[config.mk]
export PLATFORM = sky130hd
export DESIGN_NAME = irp_cfg
export DESIGN_NICKNAME = d
export VERILOG_FILES = /design/src/design/irp_pkg.sv /design/src/design/irp_cfg.sv
export SDC_FILE = /design/constraint.sdc
export NUM_CORES = 1
export LEC_CHECK = 0
export BUFFER_PORTS_ARGS = -buffer_cell sky130_fd_sc_hd__buf_2
export CAP_MARGIN = 20
export CORE_MARGIN = 2
export CORE_UTILIZATION = 50
export CTS_CLUSTER_DIAMETER = 50
export DETAILED_ROUTE_END_ITERATION = 10
export HOLD_SLACK_MARGIN = 0.02
export PLACE_DENSITY = 0.83
export SYNTH_ARGS = -nofsm -noshare
export SYNTH_HDL_FRONTEND = slang
export SYNTH_SLANG_ARGS = --single-unit
[constraint.sdc]
create_clock -name aclk -period 1.6 [get_ports aclk]
set_input_delay 0.32 -clock aclk [delete_from_list [all_inputs] [get_ports aclk]]
set_output_delay 0.32 -clock aclk [all_outputs]
set_load 0.05 [all_outputs]
[src/design/irp_pkg.sv]
// Shared types, constants and helpers of the iRPROP- weight update engine.
package irp_pkg;

    localparam int NUM_WEIGHTS = 4096;
    localparam int FRAC_BITS   = 16;
    localparam int ADDR_W      = $clog2(NUM_WEIGHTS);

    localparam int IDX_W       = 12;
    localparam int WORD_W      = 32;
    localparam int STEP_W      = 31;
    localparam int SIGN_W      = 2;
    localparam int MODE_W      = 2;
    localparam int GROW_W      = 19;
    localparam int SHRINK_W    = 17;
    localparam int DECAY_W     = 17;

    localparam int CFG_IDX_W   = 3;
    localparam int CFG_DATA_W  = 31;

    localparam int IN_BITS     = IDX_W + 2 * WORD_W;
    localparam int IN_TDATA_W  = ((IN_BITS + 7) / 8) * 8;
    localparam int OUT_BITS    = IDX_W + WORD_W + STEP_W + SIGN_W;
    localparam int OUT_TDATA_W = ((OUT_BITS + 7) / 8) * 8;

    typedef logic [MODE_W-1:0]    mode_t;
    typedef logic [SIGN_W-1:0]    sgn_t;
    typedef logic [CFG_IDX_W-1:0] cfg_idx_t;

    localparam mode_t MODE_UPDATE = 2'd0;
    localparam mode_t MODE_LOAD   = 2'd1;
    localparam mode_t MODE_READ   = 2'd2;

    localparam sgn_t SGN_ZERO = 2'd0;
    localparam sgn_t SGN_POS  = 2'd1;
    localparam sgn_t SGN_NEG  = 2'd2;

    localparam cfg_idx_t CFG_GROW      = 3'd0;
    localparam cfg_idx_t CFG_SHRINK    = 3'd1;
    localparam cfg_idx_t CFG_STEP_MAX  = 3'd2;
    localparam cfg_idx_t CFG_STEP_MIN  = 3'd3;
    localparam cfg_idx_t CFG_STEP_INIT = 3'd4;
    localparam cfg_idx_t CFG_DECAY     = 3'd5;

    typedef struct packed {
        logic [GROW_W-1:0]      grow_factor;
        logic [SHRINK_W-1:0]    shrink_factor;
        logic [STEP_W-1:0]      step_max;
        logic [STEP_W-1:0]      step_min;
        logic [STEP_W-1:0]      step_init;
        logic [DECAY_W-1:0]     decay;
    } cfg_t;

    typedef struct packed {
        sgn_t               sign;
        logic [STEP_W-1:0]  step;
        logic [WORD_W-1:0]  weight;
    } entry_t;

    function automatic logic is_writer(input mode_t mode);
        return (mode == MODE_UPDATE) || (mode == MODE_LOAD);
    endfunction

endpackage

[src/design/irp_cfg.sv]
// Configuration register bank of the iRPROP- weight update engine.
module irp_cfg (
    input  logic                            aclk,
    input  logic                            aresetn,
    input  logic                            cfg_valid,
    output logic                            cfg_ready,
    input  logic [irp_pkg::CFG_IDX_W-1:0]   cfg_index,
    input  logic [irp_pkg::CFG_DATA_W-1:0]  cfg_data,
    output irp_pkg::cfg_t                   cfg
);
    import irp_pkg::*;

    cfg_t cfg_reg;

    always_ff @(posedge aclk) begin
        if (!aresetn) begin
            cfg_reg.grow_factor   <= GROW_W'(78643);
            cfg_reg.shrink_factor <= SHRINK_W'(32768);
            cfg_reg.step_max      <= STEP_W'(3276800);
            cfg_reg.step_min      <= STEP_W'(1);
            cfg_reg.step_init     <= STEP_W'(6554);
            cfg_reg.decay         <= DECAY_W'(0);
        end else if (cfg_valid) begin
            unique case (cfg_index)
                CFG_GROW:      cfg_reg.grow_factor   <= cfg_data[GROW_W-1:0];
                CFG_SHRINK:    cfg_reg.shrink_factor <= cfg_data[SHRINK_W-1:0];
                CFG_STEP_MAX:  cfg_reg.step_max      <= cfg_data[STEP_W-1:0];
                CFG_STEP_MIN:  cfg_reg.step_min      <= cfg_data[STEP_W-1:0];
                CFG_STEP_INIT: cfg_reg.step_init     <= cfg_data[STEP_W-1:0];
                CFG_DECAY:     cfg_reg.decay         <= cfg_data[DECAY_W-1:0];
                default: ;
            endcase
        end
    end

    assign cfg_ready = 1'b1;
    assign cfg       = cfg_reg;

endmodule

# [Yosys cells after proc, flatten, opt, wreduce, memory -nomap -nowiden]
# Index checks and enable logic that the tools add are counted.
[classes] eq_ne=5 n_reduce_logical=7
[ops] op="AND reduction 2 bit" n=6
[ops] op="== test 3 x 2 -> 1 bit, second input constant" n=2
[ops] op="== test 3 bit, second input constant" n=2
[ops] op="== test 3 x 1 -> 1 bit, second input constant" n=1
[ops] op="zero test 3 bit" n=1
[totals] register_bits=146 in_bits=37 out_inout_bits=147 elab_cells=18

# [Longest topological paths before layout]
# Gate-level depths: netlist of the first run.
[depth] depth_word=2 ltp_mapped=4 mapped_depth_nobuf=2

# [Least setup slack after synthesis of the first run]
# OpenSTA, ideal clock, no wires.
[synth_timing] kind="input -> register" start="input cfg_index[1] in the netlist's numbering" end="register cfg_reg, in the netlist cfg[133]" setup_time_ns=0.123 arrival_ns=1.119 t_required_ns=1.477 path_slack_ns=0.358 cell_stages=3 path_buffers=1 path_cell_list="or4b_1 > buf_6 > mux2i_1"
[synth_between] elab_chain_len=2
[synth_rtl] element="start: declaration" line="irp_cfg.sv:7" source="input logic [irp_pkg::CFG_IDX_W-1:0] cfg_index,"
[synth_rtl] element="zero test 3 bit" line="irp_cfg.sv:24" source="unique case (cfg_index)"
[synth_rtl] element="AND reduction 2 bit (no source line)"
[synth_rtl] element="end: declaration" line="irp_cfg.sv:13" source="cfg_t cfg_reg;"
# Every way passes these cells.
# A chain may end at the register's enable or synchronous reset.

# [Final worst setup path of the first run]
[layout_timing] start="register cfg_reg, in the netlist cfg[24]" end="output cfg[24] in the netlist's numbering"
[layout_lines] element="end: declaration" line="irp_cfg.sv:9" source="output irp_pkg::cfg_t cfg"
# No word-level cell between the ends.

==> flow_summary.ini, run 1 <==
[routing]
vias = 4392
routedWlPerCell_um = 16.3
wirelength_um = 14100
remaining_drc_errors = 0
drt-met1-wl_um = 5770
ant_nets = 0
routed.top_layer = met4
dr_wl_met3_um = 1210
dr_wl_met2_um = 7030
dr.pass1.iters = 4
drt_iter0_drc = 189
vias_per_cell = 5.07

[global_route]
grt_pass1_wl_um = 21300
track_usage_pct = 23.9
grt-ovfl-total = 0
grt_max_degree = 62
antenna_found_initial = 0
grt_pass1_vias = 4274

[die]
coreArea_mm2 = 0.0108
pin_count = 184
initial_core_util_pct = 50.8
die_w_um = 109
fp.dieArea_mm2 = 0.0118
die_h_um = 109
rows = 38

[yosys]
synth_top_area_cell = dfxtp_1
syn_inst = 533
synth_top_flop_cell = dfxtp_1
synth_area_mm2 = 0.00549
synth-edff-count = 0
synth.avg_cell_area_um2 = 10.3
yosysMostFrequentCell = nand2_1
synthArstFlopShare_pct = 0
syn-num-nets = 570
synth_seq_area_share_pct = 53.3
yosysWarningCount = 0
synth_cell_type_count = 16
synthTopCellsByArea = dfxtp_1, mux2i_1, nand2_1
netlist.area_leader.share_pct = 53.3
synthTopCellsByCount = nand2_1, dfxtp_1, mux2i_1
synth-seq-cells = 146

[setup_path]
critPathTopFamily = flip-flops
crit_path_max_fanout = 2
cp.required_ns = 1.28
worst-path-stages = 1
reg2reg_depth = 2
worstSetupEndpointType = output pin
r2r_setup_slack_ns = 0.91
critPathBufInv = 1
max_stage_delay_ns = 0.36
worst_path_max_delay_cell = dfxtp_1
critPathLaunchType = flop
cp_data_arrival_time_ns = 1.17
crit_type = flop to output pin
cp_cell_sequence = buf_2

[sta]
fin_ws_ns = 0.112
period_share_pct = 93.0
slew_viol_final = 0
holdWs_ns = 0.0633
layout_min_cycle_time_ns = 1.49
rsz0062_at_grt = no
max_freq_ghz = 0.672
setup_viol = 0
finalHoldViolCount = 0
skew_ns = 0
fin_setup_tns_ns = 0

[power]
p_int_uw = 6270
leakage_uw = 0.00364
seq_power_share_pct = 44.9
p_sw_uw = 2100
peakVddDrop_uv = 844
netSwitchingFraction_pct = 25.1
combPwrFrac_pct = 9.5
pwr-share-clk_pct = 45.6
p_per_area_mw_per_mm2 = 1160

[cts]
clk_path_buf_depth = 2
ctsResizeCount = 0
clock_sinks = 146
h-tree-depth = 4
cts_hold_buf = 0
cts-root-buf = clkbuf_8
cts_tree = built
cts_buffers = 17
clkLatencyLatePin_ns = 0.53
clk_pin_slew_ns = 0.06
post-cts-setup-buffer-count = 0

[placement]
dp_hpwl_um = 9800
place_ws_ns = 0.155
io_buffers = 182
placed_area_mm2 = 0.00661
gp_congestion = 0.757

[final_layout]
largest_register_ffs = 146
nets = 751
finalInstanceArea_mm2 = 0.00718
drive_gt1_share_pct = 32.6
n_antenna_cell = 0
area_delta_synth_final_pct = 30.9

[outcome]
status = finished clean

[min_path]
hold_path.class = input pin to flop
min_path_cells = 3

[job]
maxCapViolCount = 0
[cell usage in the layout, fill, tap and decap left out, drive strengths merged]
cell and count:
clkinv 7, bufinv 2, dfxtp 146, clkinvlp 2, nor4bb 1, nor2b 37
clkbuf 21, conb 1, nand2 156, and4bb 2, or4b 1, nor4b 1
nand4bb 1, nand4b 2, buf 201, mux2i 146
[logic make-up (layout without fill, tap and decap cells)]
logic type | Yosys count | count (layout) | share of synthesized area [%]
multiplexers | 146 | 146 | 26.6
other | 1 | 1 | 0.0684
AND/OR/NAND/NOR | 201 | 201 | 16.4
buffers and inverters | 39 | 233 | 3.60
flip-flops | 146 | 146 | 53.3
[through the flow]
stage | util (%) | std cells | power [uW]
after floorplan | - | 533 | 4390
after global placement | 61.3 | 835 | 4600
after detailed placement | 61.3 | 835 | 4630
after CTS | 66.5 | 867 | 8410
after global routing | 66.5 | 867 | 8620
final | 66.5 | 867 | 8360
[worst paths after layout]
| path | from | end |
|---|---|---|
| setup / recovery | cfg[24] | cfg[24] |
| setup reg to reg | cfg[26] | cfg[26] |
| hold / removal | cfg_data[13] | cfg[140] |
| hold reg to reg | cfg[58] | cfg[58] |
[power by group through the flow]
| stage | clock network [uW] | registers, uW | logic (uW) |
|---|---|---|---|
| after floorplan | 0 | 4110 | 274 |
| after global placement | 0 | 3830 | 771 |
| after detailed placement | 0 | 3840 | 794 |
| after CTS | 3850 | 3760 | 799 |
| after global routing | 4020 | 3770 | 837 |
| final | 3810 | 3760 | 794 |
[area by class of cell]
type	count	area (um^2)
Tap cell	140	175
Timing Repair Buffer	201	1130
Fill cell	848	3610
Sequential cell	146	2920
Multi-Input combinational cell	348	2380
Clock buffer	21	459
Clock inverter	11	110
[routing by layer]
metal / up-vias / GRT usage (%)
met1: 2101 / 27.0
met2: 163 / 41.1
met3: 11 / 9.68
met5: - / 0
li1: 2117 / -
met4: 0 / 7.69
No activity file was read; power rests on OpenSTA's default activity.
==> run 2, diff against run 1 <==
==> constraint.sdc (replaced) <==
create_clock -name aclk -period 1.5 [get_ports aclk]
set_input_delay 0.3 -clock aclk [delete_from_list [all_inputs] [get_ports aclk]]
set_output_delay 0.3 -clock aclk [all_outputs]
set_load 0.05 [all_outputs]
==> run 2 against run 1 <==
Net effect: count of clock-buffer cells in the layout grew 5; via count shrank 0.11%; clock skew is the same; first-iteration DRC count grew 14%; total power grew 5.0%; clock power grew 2%.
==> flow_summary.ini, run 2 (same netlist as run 1, synthesis figures left out) <==
[routing]
remaining_drc_errors = 0
vias_per_cell = 5.02
routed.top_layer = met4
dr_wl_met2_um = 6710
dr.pass1.iters = 4
drt_iter0_drc = 216
vias = 4387
dr_wl_met3_um = 1310
drt-met1-wl_um = 5770
routedWlPerCell_um = 16.0
wirelength_um = 14000
ant_nets = 0

[die]
pin_count = 184
die_h_um = 109
die_w_um = 109
rows = 38
fp.dieArea_mm2 = 0.0118
coreArea_mm2 = 0.0108
initial_core_util_pct = 50.8

[final_layout]
layout_common_cells = buf_2, nand2_1, mux2i_1, dfxtp_1, nor2b_1
final_common_cell = buf_2
largest_register_ffs = 146
area_delta_synth_final_pct = 32.7
postLayoutCoreUtil_pct = 67.4
multi_input_area_mm2 = 0.00238
final_cell_count_no_fill = 874
nets = 759
seq_area_mm2 = 0.00292
fillers = 823
drive_gt1_share_pct = 32.8
finalInstanceArea_mm2 = 0.00728
n_antenna_cell = 0

[cts]
h-tree-depth = 4
clk_pin_slew_ns = 0.06
post-cts-setup-buffer-count = 0
cts_buffers = 17
cts-root-buf = clkbuf_8
clock_sinks = 146
clkLatencyLatePin_ns = 0.53
cts_tree = built
clk_path_buf_depth = 2

[global_route]
antenna_found_initial = 0
grt_max_degree = 59
track_usage_pct = 23.9
grt_pass1_wl_um = 21300
grt-ovfl-total = 0
grt_pass1_vias = 4241

[sta]
skew_ns = 0
max_freq_ghz = 0.682
fin_setup_tns_ns = 0
rsz0062_at_grt = no
slew_viol_final = 0
layout_min_cycle_time_ns = 1.47
fin_ws_ns = 0.0341
setup_viol = 0
finalHoldViolCount = 0
period_share_pct = 97.7

[setup_path]
critPathTopFamily = flip-flops
crit_type = flop to output pin
cp_data_arrival_time_ns = 1.17
max_stage_delay_ns = 0.36
worst_path_max_delay_cell = dfxtp_1
crit_start = cfg[21]
worstSetupEndpointType = output pin
cp_cell_sequence = buf_2
crit_path_max_fanout = 2
critPathBufInv = 1
rr_startpoint = cfg[140]
critPathLaunchType = flop
cp.required_ns = 1.20

[placement]
dp_hpwl_um = 10000
placed_cells = 843
io_buffers = 182
gp_congestion = 0.748
placed_area_mm2 = 0.00670
place_ws_ns = 0.0576

[power]
leakage_uw = 0.00368
p_per_area_mw_per_mm2 = 1210
peakVddDrop_uv = 779

[min_path]
hp-start = cfg_data[9]
hold_path.class = input pin to flop

[job]
maxCapViolCount = 0

[outcome]
status = finished clean
run 2: cell types whose count changed in the layout (fill, tap and decap cells not counted):
| cell | change |
|---|---|
| clkinv_2 | -3 |
| clkbuf_8 | +2 |
| buf_12 | +2 |
| clkinvlp_4 | -2 |
| buf_4 | +6 |
| bufinv_16 | -1 |
| buf_2 | -14 |
| clkbuf_1 | +3 |
| clkbuf_4 | +14 |
run 2: power breakdown:
group	switching, uW	total [uW]	internal [uW]
registers	45.5	4010	3970
logic	603	867	264
clock network	1500	3900	2400
run 2: cell type report:
cell class / instances / share of cell area, %
Sequential cell: 146 / 40.2
Tap cell: 140 / 2.41
Timing Repair Buffer: 209 / 17.2
Clock buffer: 26 / 6.84
Clock inverter: 5 / 0.688
Multi-Input combinational cell: 348 / 32.7
run 2: path summary, 6_finish.rpt:
kind	end	slack [ns]	depth (start not counted)
setup / recovery	cfg[21]	0.03	1
setup reg to reg	cfg[140]	0.85	2
hold reg to reg	cfg[68]	0.45	2
hold / removal	cfg[136]	0.05	3
run 2: timing repair:
| action | in CTS | in global routing |
|---|---|---|
| endpoints found under the setup margin | 0 | 14 |
| gates resized for setup | 0 | 14 |
| hold buffers | 0 | 0 |
run 2: through the flow:
step           hold slack (ns)  total power, uW
2_1_floorplan            0.461             4680
4_1_cts                 0.0225             8850
5_1_grt                 0.0218             9090
3_3_place_gp             0.441             4930
6_report                0.0462             8780
3_5_place_dp             0.449             4960
run 2: per-layer routing:
metal / global-route usage [%] / vias to the layer above
li1: - / 2136
met1: 27.3 / 2068
met2: 39.4 / 168
met3: 10.8 / 15
met4: 8.52 / 0
met5: 0 / -
==> run 3, diff against run 2 <==
--- a/config.mk
+++ b/config.mk
@@ -12,6 +12,7 @@
 export CTS_CLUSTER_DIAMETER = 50
 export DETAILED_ROUTE_END_ITERATION = 10
 export HOLD_SLACK_MARGIN = 0.02
+export MAX_ROUTING_LAYER = met4
 export PLACE_DENSITY = 0.83
 export SYNTH_ARGS = -nofsm -noshare
 export SYNTH_HDL_FRONTEND = slang
==> run 3 against run 2 <==
Net effect: non-clock buffer count unchanged; utilization about the same; global-route usage increased by 0.64 points; count of clock-buffer cells in the layout unchanged; critical endpoint unchanged.
==> flow_summary.ini, run 3 (same netlist as run 1, synthesis figures left out) <==
[outcome]
status = finished clean

[setup_path]
worst-path-stages = 1
worstSetupEndpointType = output pin
cp.required_ns = 1.20
cp_data_arrival_time_ns = 1.16
reg2reg_depth = 2
critPathBufInv = 1
critPathLaunchType = flop
max_stage_delay_ns = 0.36
critical_path.endpoint = cfg[21]
worst_path_max_delay_cell = dfxtp_1
reg2reg_to = cfg[140]
crit_start = cfg[21]
r2r_setup_slack_ns = 0.85
crit_type = flop to output pin
rr_startpoint = cfg[140]
cp_cell_sequence = buf_2
critPathTopFamily = flip-flops
crit_path_max_fanout = 2

[die]
coreArea_mm2 = 0.0108
fp.dieArea_mm2 = 0.0118
pin_count = 184
die_h_um = 109
die_w_um = 109
rows = 38
initial_core_util_pct = 50.8

[sta]
fin_setup_tns_ns = 0
finalHoldViolCount = 0
skew_ns = 0
period_share_pct = 97.6
slew_viol_final = 0
setup_viol = 0
rsz0062_at_grt = no
layout_min_cycle_time_ns = 1.46
fin_ws_ns = 0.0361
max_freq_ghz = 0.683

[cts]
post-cts-setup-buffer-count = 0
h-tree-depth = 4
clock_sinks = 146
clkLatencyLatePin_ns = 0.52
cts_tree = built
clk_path_buf_depth = 2
cts-root-buf = clkbuf_8
clk_pin_slew_ns = 0.06
cts_buffers = 17

[power]
total_power_uw = 8790
p_per_area_mw_per_mm2 = 1210
leakage_uw = 0.00368
peakVddDrop_uv = 777

[routing]
ant_nets = 0
wirelength_um = 13900
vias_per_cell = 5.01
vias = 4376
routedWlPerCell_um = 15.9
drt_iter0_drc = 221
remaining_drc_errors = 0
dr.pass1.iters = 6

[final_layout]
final_common_cell = buf_2
finalInstanceArea_mm2 = 0.00727
postLayoutCoreUtil_pct = 67.4
n_antenna_cell = 0
area_delta_synth_final_pct = 32.6
layout_common_cells = buf_2, nand2_1, mux2i_1, dfxtp_1, nor2b_1
drive_gt1_share_pct = 32.8
nets = 759
largest_register_ffs = 146

[placement]
gp_congestion = 0.757
place_ws_ns = 0.0576
placed_area_mm2 = 0.00670
dp_hpwl_um = 10000
io_buffers = 182

[global_route]
track_usage_pct = 24.5
grt_pass1_vias = 4257
grt_max_degree = 59
grt_pass1_wl_um = 21300
antenna_found_initial = 0
grt-ovfl-total = 0

[job]
maxCapViolCount = 0

[min_path]
hold_path.class = input pin to flop
==> run 3: cell count changes in the layout (fill, tap and decap cells not counted), sizes merged <==
| cell | delta |
|---|---|
| buf | +2 |
| clkbuf | -2 |
==> run 3: layout make-up <==
cell class,count,area (um^2)
multi-input combinational,348,2380
clock inverter,5,50.0
sequential,146,2920
timing repair buffer,209,1250
clock buffer,26,498
fill,825,3520
tap,140,175
==> run 3: worst min-delay path, cell delays in order <==
cell	delay (ns)
buf_2	0.08
nor2b_1	0.04
mux2i_1	0.11
==> run 3: repair_timing <==
item                                    in CTS  in global routing
hold buffers                                 0                  0
gates resized for setup                      0                 12
endpoints found under the setup margin       0                 12
==> run 3: worst min path at each step <==
stage	start	endpoint	cells after the start
floorplan	cfg_data[20]	cfg[37]	2
global placement	cfg[43]	cfg[43]	2
detailed placement	cfg[85]	cfg[85]	2
CTS	cfg_data[13]	cfg[140]	3
global route	cfg_data[11]	cfg[28]	3
finish	cfg_data[9]	cfg[136]	3
==> run 3: layer usage <==
metal	track usage (%)	vias to the layer above	wire, um
met5	-	-	0
met4	8.79	0	147
met3	8.55	13	1110
met2	39.3	166	6750
met1	28.5	2058	5930
li1	-	2139	-
==> run 3: per-stage QoR <==
step	hold WS, ns	std cells
6_report	0.0505	874
4_1_cts	0.0225	874
2_1_floorplan	0.461	533
5_1_grt	0.0266	874
3_3_place_gp	0.441	843
3_5_place_dp	0.449	843
==> run 3: report_power, final <==
| part | internal [uW] | total [uW] | switching, uW |
|---|---|---|---|
| registers | 3970 | 4010 | 45.4 |
| logic | 263 | 865 | 602 |
| clock network | 2400 | 3910 | 1510 |
