[config.mk]
export PLATFORM = sky130hd
export DESIGN_NAME = irp_pipe
export DESIGN_NICKNAME = d
export VERILOG_FILES = /design/src/design/irp_pkg.sv /design/src/design/irp_pipe.sv
export SDC_FILE = /design/constraint.sdc
export NUM_CORES = 2
export LEC_CHECK = 0
export BUFFER_PORTS_ARGS = -buffer_cell sky130_fd_sc_hd__buf_2
export CORE_UTILIZATION = 50
export CTS_CLUSTER_DIAMETER = 80
export DETAILED_ROUTE_END_ITERATION = 10
export PLACE_DENSITY = 0.79
export SYNTH_ARGS = -nofsm -noshare
export SYNTH_HDL_FRONTEND = slang
export SYNTH_SLANG_ARGS = --single-unit
[constraint.sdc]
create_clock -name aclk -period 15.6 [get_ports aclk]
set_input_delay 0.78 -clock aclk [delete_from_list [all_inputs] [get_ports aclk]]
set_output_delay 0.78 -clock aclk [all_outputs]
set_load 0.01 [all_outputs]
[src/design/irp_pkg.sv]
// Shared types, constants and helpers of the iRPROP- weight update engine.
package irp_pkg;

    localparam int NUM_WEIGHTS = 4096;
    localparam int FRAC_BITS   = 16;
    localparam int ADDR_W      = $clog2(NUM_WEIGHTS);

    localparam int IDX_W       = 12;
    localparam int WORD_W      = 32;
    localparam int STEP_W      = 31;
    localparam int SIGN_W      = 2;
    localparam int MODE_W      = 2;
    localparam int GROW_W      = 19;
    localparam int SHRINK_W    = 17;
    localparam int DECAY_W     = 17;

    localparam int CFG_IDX_W   = 3;
    localparam int CFG_DATA_W  = 31;

    localparam int IN_BITS     = IDX_W + 2 * WORD_W;
    localparam int IN_TDATA_W  = ((IN_BITS + 7) / 8) * 8;
    localparam int OUT_BITS    = IDX_W + WORD_W + STEP_W + SIGN_W;
    localparam int OUT_TDATA_W = ((OUT_BITS + 7) / 8) * 8;

    typedef logic [MODE_W-1:0]    mode_t;
    typedef logic [SIGN_W-1:0]    sgn_t;
    typedef logic [CFG_IDX_W-1:0] cfg_idx_t;

    localparam mode_t MODE_UPDATE = 2'd0;
    localparam mode_t MODE_LOAD   = 2'd1;
    localparam mode_t MODE_READ   = 2'd2;

    localparam sgn_t SGN_ZERO = 2'd0;
    localparam sgn_t SGN_POS  = 2'd1;
    localparam sgn_t SGN_NEG  = 2'd2;

    localparam cfg_idx_t CFG_GROW      = 3'd0;
    localparam cfg_idx_t CFG_SHRINK    = 3'd1;
    localparam cfg_idx_t CFG_STEP_MAX  = 3'd2;
    localparam cfg_idx_t CFG_STEP_MIN  = 3'd3;
    localparam cfg_idx_t CFG_STEP_INIT = 3'd4;
    localparam cfg_idx_t CFG_DECAY     = 3'd5;

    typedef struct packed {
        logic [GROW_W-1:0]      grow_factor;
        logic [SHRINK_W-1:0]    shrink_factor;
        logic [STEP_W-1:0]      step_max;
        logic [STEP_W-1:0]      step_min;
        logic [STEP_W-1:0]      step_init;
        logic [DECAY_W-1:0]     decay;
    } cfg_t;

    typedef struct packed {
        sgn_t               sign;
        logic [STEP_W-1:0]  step;
        logic [WORD_W-1:0]  weight;
    } entry_t;

    function automatic logic is_writer(input mode_t mode);
        return (mode == MODE_UPDATE) || (mode == MODE_LOAD);
    endfunction

endpackage

[src/design/irp_pipe.sv]
// Read-modify-write pipeline: entry fetch, products, step rule, weight move, output register.
module irp_pipe (
    input  logic                             aclk,
    input  logic                             aresetn,
    input  irp_pkg::cfg_t                    cfg,
    input  logic                             s_valid,
    output logic                             s_ready,
    input  irp_pkg::mode_t                   s_mode,
    input  logic [irp_pkg::IDX_W-1:0]        s_idx,
    input  logic [irp_pkg::WORD_W-1:0]       s_grad,
    input  logic [irp_pkg::WORD_W-1:0]       s_load,
    output logic                             m_valid,
    input  logic                             m_ready,
    output logic [irp_pkg::IDX_W-1:0]        m_idx,
    output logic [irp_pkg::WORD_W-1:0]       m_weight,
    output logic [irp_pkg::STEP_W-1:0]       m_step,
    output irp_pkg::sgn_t                    m_sign,
    output logic                             rd_en,
    output logic [irp_pkg::ADDR_W-1:0]       rd_addr,
    input  irp_pkg::entry_t                  rd_data,
    output logic                             wr_en,
    output logic [irp_pkg::ADDR_W-1:0]       wr_addr,
    output irp_pkg::entry_t                  wr_data
);
    import irp_pkg::*;

    localparam int DW_W     = WORD_W + DECAY_W + 1;
    localparam int DW_SH_W  = DW_W - FRAC_BITS;
    localparam int G_W      = ((DW_SH_W > WORD_W) ? DW_SH_W : WORD_W) + 1;
    localparam int PLUS_W   = STEP_W + GROW_W;
    localparam int MINUS_W  = STEP_W + SHRINK_W;
    localparam int WSUM_W   = WORD_W + 1;

    logic                      advance;
    logic                      hazard;
    logic                      accept;
    logic [ADDR_W-1:0]         s_addr;

    logic                      v1_reg, v2_reg, v3_reg, out_valid_reg;

    mode_t                     p1_mode_reg;
    logic [ADDR_W-1:0]         p1_addr_reg;
    logic [WORD_W-1:0]         p1_grad_reg;
    logic [WORD_W-1:0]         p1_load_reg;

    mode_t                     p2_mode_reg;
    logic [ADDR_W-1:0]         p2_addr_reg;
    logic [WORD_W-1:0]         p2_grad_reg;
    logic [WORD_W-1:0]         p2_load_reg;
    entry_t                    p2_entry_reg;
    logic signed [DW_W-1:0]    prod_dw_reg, prod_dw_next;
    logic [PLUS_W-1:0]         prod_plus_reg, prod_plus_next;
    logic [MINUS_W-1:0]        prod_minus_reg, prod_minus_next;

    mode_t                     p3_mode_reg;
    logic [ADDR_W-1:0]         p3_addr_reg;
    logic [WORD_W-1:0]         p3_weight_reg, p3_weight_next;
    logic [STEP_W-1:0]         p3_step_reg, p3_step_next;
    sgn_t                      p3_sign_reg, p3_sign_next;

    logic [ADDR_W-1:0]         out_addr_reg;
    logic [WORD_W-1:0]         out_weight_reg, out_weight_next;
    logic [STEP_W-1:0]         out_step_reg;
    sgn_t                      out_sign_reg;

    logic signed [DW_SH_W-1:0] dw_sh;
    logic signed [G_W-1:0]     g_eff;
    sgn_t                      cur_sign;
    logic [PLUS_W-1:0]         grown;
    logic [MINUS_W-1:0]        shrunk;
    logic [STEP_W-1:0]         step_grown;
    logic [STEP_W-1:0]         step_shrunk;
    logic signed [WSUM_W-1:0]  w_ext;
    logic signed [WSUM_W-1:0]  stp_ext;
    logic signed [WSUM_W-1:0]  wsum;

    assign advance = !out_valid_reg || m_ready;
    assign s_addr  = s_idx[ADDR_W-1:0];

    // Hold off any item whose entry is still being rewritten further down.
    assign hazard = (v1_reg && is_writer(p1_mode_reg) && (p1_addr_reg == s_addr)) ||
                    (v2_reg && is_writer(p2_mode_reg) && (p2_addr_reg == s_addr)) ||
                    (v3_reg && is_writer(p3_mode_reg) && (p3_addr_reg == s_addr));

    assign s_ready = advance && !hazard;
    assign accept  = s_valid && s_ready;
    assign rd_en   = accept;
    assign rd_addr = s_addr;

    always_comb begin
        prod_dw_next    = DW_W'($signed({1'b0, cfg.decay})) * DW_W'($signed(rd_data.weight));
        prod_plus_next  = PLUS_W'(rd_data.step) * PLUS_W'(cfg.grow_factor);
        prod_minus_next = MINUS_W'(rd_data.step) * MINUS_W'(cfg.shrink_factor);
    end

    always_comb begin
        dw_sh  = DW_SH_W'(prod_dw_reg >>> FRAC_BITS);
        g_eff  = G_W'($signed(p2_grad_reg)) + G_W'(dw_sh);
        if (g_eff > 0) begin
            cur_sign = SGN_POS;
        end else if (g_eff < 0) begin
            cur_sign = SGN_NEG;
        end else begin
            cur_sign = SGN_ZERO;
        end

        grown = prod_plus_reg >> FRAC_BITS;
        if (grown > PLUS_W'(cfg.step_max)) begin
            step_grown = cfg.step_max;
        end else begin
            step_grown = grown[STEP_W-1:0];
        end

        shrunk = prod_minus_reg >> FRAC_BITS;
        if (shrunk < MINUS_W'(cfg.step_min)) begin
            step_shrunk = cfg.step_min;
        end else if (shrunk > MINUS_W'({STEP_W{1'b1}})) begin
            step_shrunk = {STEP_W{1'b1}};
        end else begin
            step_shrunk = shrunk[STEP_W-1:0];
        end

        p3_weight_next = p2_entry_reg.weight;
        p3_step_next   = p2_entry_reg.step;
        p3_sign_next   = p2_entry_reg.sign;
        case (p2_mode_reg)
            MODE_UPDATE: begin
                p3_sign_next = cur_sign;
                if ((p2_entry_reg.sign != SGN_ZERO) && (cur_sign != SGN_ZERO)) begin
                    if (p2_entry_reg.sign == cur_sign) begin
                        p3_step_next = step_grown;
                    end else begin
                        p3_step_next = step_shrunk;
                        p3_sign_next = SGN_ZERO;
                    end
                end
            end
            MODE_LOAD: begin
                p3_weight_next = p2_load_reg;
                p3_step_next   = cfg.step_init;
                p3_sign_next   = SGN_ZERO;
            end
            default: ;
        endcase
    end

    always_comb begin
        w_ext   = WSUM_W'($signed(p3_weight_reg));
        stp_ext = $signed(WSUM_W'(p3_step_reg));
        wsum    = w_ext;
        if (p3_mode_reg == MODE_UPDATE) begin
            if (p3_sign_reg == SGN_NEG) begin
                wsum = w_ext + stp_ext;
            end else if (p3_sign_reg == SGN_POS) begin
                wsum = w_ext - stp_ext;
            end
        end
        if (wsum[WSUM_W-1] != wsum[WSUM_W-2]) begin
            out_weight_next = wsum[WSUM_W-1] ? {1'b1, {(WORD_W-1){1'b0}}}
                                             : {1'b0, {(WORD_W-1){1'b1}}};
        end else begin
            out_weight_next = wsum[WORD_W-1:0];
        end
    end

    assign wr_en          = v3_reg && advance && is_writer(p3_mode_reg);
    assign wr_addr        = p3_addr_reg;
    assign wr_data.sign   = p3_sign_reg;
    assign wr_data.step   = p3_step_reg;
    assign wr_data.weight = out_weight_next;

    always_ff @(posedge aclk) begin
        if (!aresetn) begin
            v1_reg        <= 1'b0;
            v2_reg        <= 1'b0;
            v3_reg        <= 1'b0;
            out_valid_reg <= 1'b0;
        end else if (advance) begin
            v1_reg        <= accept;
            v2_reg        <= v1_reg;
            v3_reg        <= v2_reg;
            out_valid_reg <= v3_reg;
        end
    end

    always_ff @(posedge aclk) begin
        if (advance) begin
            p1_mode_reg    <= s_mode;
            p1_addr_reg    <= s_addr;
            p1_grad_reg    <= s_grad;
            p1_load_reg    <= s_load;

            p2_mode_reg    <= p1_mode_reg;
            p2_addr_reg    <= p1_addr_reg;
            p2_grad_reg    <= p1_grad_reg;
            p2_load_reg    <= p1_load_reg;
            p2_entry_reg   <= rd_data;
            prod_dw_reg    <= prod_dw_next;
            prod_plus_reg  <= prod_plus_next;
            prod_minus_reg <= prod_minus_next;

            p3_mode_reg    <= p2_mode_reg;
            p3_addr_reg    <= p2_addr_reg;
            p3_weight_reg  <= p3_weight_next;
            p3_step_reg    <= p3_step_next;
            p3_sign_reg    <= p3_sign_next;

            out_addr_reg   <= p3_addr_reg;
            out_weight_reg <= out_weight_next;
            out_step_reg   <= p3_step_reg;
            out_sign_reg   <= p3_sign_reg;
        end
    end

    assign m_valid  = out_valid_reg;
    assign m_idx    = IDX_W'(out_addr_reg);
    assign m_weight = out_weight_reg;
    assign m_step   = out_step_reg;
    assign m_sign   = out_sign_reg;

    a_no_dup_12: assert property (@(posedge aclk) disable iff (!aresetn)
        (v1_reg && v2_reg && is_writer(p1_mode_reg) && is_writer(p2_mode_reg))
        |-> (p1_addr_reg != p2_addr_reg))
        else $error("two writers to one entry in stages 1 and 2");

    a_no_dup_13: assert property (@(posedge aclk) disable iff (!aresetn)
        (v1_reg && v3_reg && is_writer(p1_mode_reg) && is_writer(p3_mode_reg))
        |-> (p1_addr_reg != p3_addr_reg))
        else $error("two writers to one entry in stages 1 and 3");

    a_no_dup_23: assert property (@(posedge aclk) disable iff (!aresetn)
        (v2_reg && v3_reg && is_writer(p2_mode_reg) && is_writer(p3_mode_reg))
        |-> (p2_addr_reg != p3_addr_reg))
        else $error("two writers to one entry in stages 2 and 3");

    a_accept_enters: assert property (@(posedge aclk) disable iff (!aresetn)
        accept |=> v1_reg)
        else $error("accepted beat lost before the first stage");

endmodule

; Yosys cells after proc, flatten, opt, wreduce, memory -nomap -nowiden
; Index checks and enable logic that the tools add are counted.
[totals]
register_bits = 529
elab_cells = 89
[classes]
n_addsub = 3
mul = 3
n_lt_le_gt_ge = 5
eq_ne = 10
n_mux = 17
n_reduce_logical = 24
[ops]
columns = cell, count
row1 = two-way mux 31 bit, 5
row2 = two-way mux 33 bit, 3
row3 = two-way mux 32 bit, 3
row4 = one-hot mux 31 bit (2 select lines), 1
row5 = multiplier 18 x 32 -> 50 bit, 1
row6 = multiplier 31 x 19 -> 50 bit, 1
row7 = multiplier 31 x 17 -> 48 bit, 1
row8 = equality test 12 bit, 3
row9 = adder 32 x 34 -> 35 bit, 1
row10 = greater-than comparator 35 x 1 -> 1 bit (second input constant), 1
row11 = less-than comparator 35 x 1 -> 1 bit (second input constant), 1
row12 = greater-than comparator 34 x 31 -> 1 bit, 1
row13 = adder 32 x 32 -> 33 bit, 1
row14 = subtractor 32 x 32 -> 33 bit, 1
row15 = greater-than comparator 32 x 31 -> 1 bit (second input constant), 1
row16 = less-than comparator 32 x 31 -> 1 bit, 1
row17 = logical AND 1 bit, 11
row18 = equality test 2 x 1 -> 1 bit (second input constant), 4
row19 = two-way mux 2 bit, 4
row20 = logical NOT 2 bit, 3
row21 = logical OR 1 bit, 6
row22 = one-hot mux 2 bit (2 select lines), 1
row23 = nonzero test 2 bit, 2
row24 = equality test 2 bit, 1
row25 = 3 further kinds, 4

; Logic depth before layout (Yosys ltp)
[depth]
depth_word = 9
depth_mapped = 26

; Worst setup path before layout
; OpenSTA, ideal clock, no wires.
[synth_timing]
kind = input to register
startpoint = input port m_ready
endpoint = register out_addr_reg[0] (netlist: m_idx[0]), enable pin
setup_time_ns = 0.824
arrival_ns = 10.172
required_time_ns = 14.776
path_slack_ns = 4.604
stages = 3
cell_sequence = nor2b_1 -> clkbuf_1 -> inv_1
[synth_between]
elab_chain_len = 1
[synth_rtl]
columns = item, line
row1 = from (decl), irp_pipe.sv:13  ; input logic m_ready,
row2 = logical OR 1 bit, irp_pipe.sv:77  ; assign advance = !out_valid_reg || m_ready;
row3 = net advance, irp_pipe.sv:34  ; logic advance;
row4 = to (signal assigned), irp_pipe.sv:208  ; out_addr_reg <= p3_addr_reg;
row5 = to (decl), irp_pipe.sv:61  ; logic [ADDR_W-1:0] out_addr_reg;
; The timed path passes the listed nets, and every way through them passes these cells.
; A chain may end at the register's enable or synchronous reset.

; Worst setup path after layout
[layout_timing]
startpoint = input port rd_data[41] (netlist name)
endpoint = register prod_plus_reg[36] (data pin)
[layout_between]
elab_chain_len = 1
[layout_rtl]
columns = item, line
row1 = from (decl), irp_pipe.sv:20  ; input irp_pkg::entry_t rd_data,
row2 = multiplier 31 x 19 -> 50 bit, irp_pipe.sv:92  ; prod_plus_next = PLUS_W'(rd_data.step) * PLUS_W'(cfg.grow_factor);
row3 = net prod_plus_next[36], irp_pipe.sv:52  ; logic [PLUS_W-1:0] prod_plus_reg, prod_plus_next;
row4 = to (signal assigned), irp_pipe.sv:199  ; prod_plus_reg <= prod_plus_next;
row5 = to (decl), irp_pipe.sv:52
; The timed path passes the listed nets, and every way through them passes these cells.

==> run_results.csv <==
group,metric,value,unit
run_status,outcome,"complete, no violations",
grt,grt_max_degree,118,
sta,fmax,0.1229,GHz
grt,grt_pass1_wl,360700,um
setup_path,cp-end-kind,"flop",
drt,initialDrtViolationCount,4993,
floorplan,fp.dieArea,0.1563,mm2
setup_path,cp-endpoint,"prod_plus_reg[36]",
cells_and_area,drive_above_1_share,0.08202,
drt,wl_per_cell,22.54,um
grt,grt_pass1_vias,62390,
sta,fin_crit,8.138,ns
drt,ant_nets,0,
yosys,mappedNetlistArea,0.07735,mm2
yosys,synthArstFlopShare,0,
drt,wirelength,232400,um
floorplan,die_h,395.3,um
floorplan,initial_core_util,0.5062,
cells_and_area,multi_input_area,0.05450,mm2
placement,routabilityCongestion,0.9537,
yosys,synth_compound_area_frac,0.07353,
clocking,post_cts_resized,0,
yosys,ys_warn_count,0,
grt,antenna_found_initial,44,
sta,fin_skew,0.05357,ns
placement,dp_hpwl,176800,um
clocking,insertion_delay,0.69,ns
drt,vias,58210,
setup_path,critPathLaunchType,"input port",
flow_run,cap_violations,0,
cells_and_area,regArea,0.01440,mm2
cells_and_area,final_util,0.5423,
clocking,cts_tree,"built",
setup_path,cp_slowest_stage_delay,0.74,ns
drt,first_pass_iters,6,
grt,grt_use_total,0.3017,
yosys,synth_xor_area_frac,0.01789,
sta,hold_violations,0,
setup_path,cp.arrival,8.57,ns
clocking,postCtsHoldBufs,0,
clocking,path_clk_slew,0.07,ns
clocking,root_buffer,"clkbuf_16",
floorplan,num_io_pins,463,
clocking,clock_sinks,481,
drt,drc,0,
cells_and_area,n_fill_cell,13070,
yosys,ys_ff_latch,481,
floorplan,rows,143,
sta,setup_viol,0,
yosys,synth_top_family_by_area,"adder cells",
sta,fin_tns_setup,0,ns
setup_path,setup.worst_path.class,"in2reg",
setup_path,rr_worst_depth,16,
clocking,clockBufferDepth,3,
setup_path,r2r_end,"m_weight[5]",
cells_and_area,nNetsFinal,10480,
setup_path,path_common_cell,"fa_1",
clocking,cts_buffers,58,
worst_hold_path,hold_path_class,"in2reg",
yosys,syn_inst,8078,
setup_path,worstPathCellList,"buf_2 -> and2_1 -> fa_1 -> fa_1 -> inv_1 -> fa_1 -> inv_1 -> fa_1 -> inv_1 -> fa_1 -> inv_1 -> fa_1 -> ha_1 -> o21ai_0 -> nor2_1 -> a2111oi_0 -> a31oi_1 -> a21bo_2 -> a31o_2 -> a211oi_1 -> o21ai_0 -> a21oi_1 -> o21bai_1 -> xor2_1",
cells_and_area,largest_reg_flops,65,
yosys,synth_fa_ha_area_frac,0.4587,
clocking,htreeDepth,2,
yosys,synthDistinctLibCells,94,
sta,period_share,0.5216,
grt,gr-total-overflow,0,
setup_path,r2r_slack,9.93,ns
floorplan,core_area,0.1528,mm2
clocking,cts_setup_buffers,0,
sta,drv_slew,0,
drt,viasPerCell,5.646,
setup_path,reg2reg_from,"p3_step_reg[0]",
setup_path,cp_max_fo,37,
setup_path,crit_path_start,"rd_data[41]",
floorplan,die_width,395.3,um
setup_path,crit_required,16.04,ns
sta,maxSlewHeadroom,0.1028,
yosys,ys_seq_area_frac,0.1862,
yosys,synth_edf_count,477,
yosys,ys.flop_type,"edfxtp_1",
yosys,synthSimpleGateAreaFrac,0.1480,
sta,worstMarginPinSlew,1.332,ns
placement,io_buffers,462,
yosys,syn_avg_cell_area,9.576,um2
setup_path,slowest_stage,"buf_2",
cells_and_area,syn_to_final_growth,7.119,%
yosys,postSynthNetCount,10340,
yosys,synth.mux.area_fraction,0.005872,
sta,grt_setup_unrepaired,"no",
[area by class of cell]
type                    instances  share of cell area
diodes                         14           0.0004228
clock buffers                  63             0.01774
multi-input cells            5364              0.6577
well taps                    2030             0.03065
inverters                    1803             0.08177
repair buffers                515             0.03271
clock inverters                40            0.005134
flip-flops and latches        481              0.1738
[metrics by stage]
step / cell area [um2] / instances / hold slack, ns / setup slack (ns)
2_1_floorplan: 77350 / 8078 / 0.4003 / 4.604
3_3_place_gp: 80930 / 10190 / 0.4021 / 7.098
3_5_place_dp: 80930 / 10190 / 0.4045 / 6.963
4_1_cts: 82820 / 10300 / 0.2279 / 7.604
5_1_grt: 82830 / 10300 / 0.2464 / 7.089
6_report: 82860 / 10310 / 0.2633 / 7.462
[critical path, delay by kind of cell]
kind / cells / cell delay (ns)
buffers and inverters: 5 / 0.96
AND/OR/NAND/NOR: 2 / 0.32
XOR/XNOR: 1 / 0.15
adder cells (fa/ha/maj): 7 / 3.23
AO/OA/AOI/OAI: 9 / 3.11
[kinds of logic (layout without fill, tap and decap cells)]
| logic type | Yosys count | count (layout) |
|---|---|---|
| compound gates | 847 | 847 |
| xor+xnor | 158 | 158 |
| fa+ha+maj | 1969 | 1969 |
| buf+inv | 2233 | 2421 |
| flops | 481 | 481 |
| mux | 41 | 41 |
| other cells | 0 | 14 |
| simple gates | 2349 | 2349 |
[cell usage in the layout, fill, tap and decap left out, types with 12 or more instances in the layout]
cell,synthesis,layout
a21oi_1,241,241
and3_1,20,20
buf_4,16,53
nor3_1,46,46
nor2_1,205,204
mux2_2,34,34
xnor2_1,96,96
clkbuf_16,0,58
nand2b_1,82,82
o311a_1,32,32
nor2b_1,31,30
xor2_1,62,62
ha_1,523,523
nand2_1,1103,1103
o21bai_1,30,30
inv_1,1802,1801
a221o_1,15,15
o21a_1,25,25
diode_2,0,14
o31ai_1,46,46
o22ai_1,12,12
a22o_1,33,33
nand4_1,37,37
nor4_1,18,18
and2_1,688,688
o211ai_1,20,20
a21o_1,75,75
buf_2,9,462
edfxtp_1,477,477
fa_1,1445,1445
or4_1,32,32
nand3_1,38,38
o21ai_0,137,136
a31oi_1,29,29
a211oi_1,33,31
[Yosys cell counts, types with 25 or more instances]
cell type / number / area, um2
a21o_1: 75 / 563.0
nor2b_1: 31 / 193.9
nand4_1: 37 / 231.5
fa_1: 1445 / 28930
ha_1: 523 / 6544
clkbuf_1: 392 / 1471
a31oi_1: 29 / 181.4
mux2_2: 34 / 382.9
and2_1: 688 / 4304
a22o_1: 33 / 289.0
nand2b_1: 82 / 513.0
nand3_1: 38 / 190.2
or4_1: 32 / 240.2
o311a_1: 32 / 320.3
a21oi_1: 241 / 1206
o21a_1: 25 / 187.7
o21bai_1: 30 / 225.2
nor3_1: 46 / 230.2
xnor2_1: 96 / 840.8
o31ai_1: 46 / 345.3
o21ai_0: 137 / 685.7
nand2_1: 1103 / 4140
edfxtp_1: 477 / 14320
inv_1: 1802 / 6764
nor2_1: 205 / 769.5
a211oi_1: 33 / 247.7
xor2_1: 62 / 543.0
[worst min path at each step]
stage	depth (start not counted)	end	startpoint	slack [ns]
3_3_place_gp	0	p2_load_reg[8]	p1_load_reg[8]	0.40
3_5_place_dp	0	p2_grad_reg[5]	p1_grad_reg[5]	0.40
4_1_cts	1	p1_load_reg[3]	s_load[3]	0.23
2_1_floorplan	0	p2_grad_reg[0]	p1_grad_reg[0]	0.40
6_report	1	p1_load_reg[3]	s_load[3]	0.26
5_1_grt	1	p1_load_reg[22]	s_load[22]	0.25
[layer usage]
| metal | part of all wire | up-vias | wire, um | track usage |
|---|---|---|---|---|
| met5 | 0.0015 | - | 351 | 0 |
| met4 | 0.050 | 54 | 11530 | 0.1280 |
| met3 | 0.13 | 663 | 29400 | 0.09631 |
| met2 | 0.45 | 3196 | 103700 | 0.4728 |
| met1 | 0.38 | 29200 | 87460 | 0.3849 |
| li1 | - | 25100 | - | - |
Power is not shown: default switching activity piles up to over one toggle a cycle in this logic, so the estimate is an artifact.
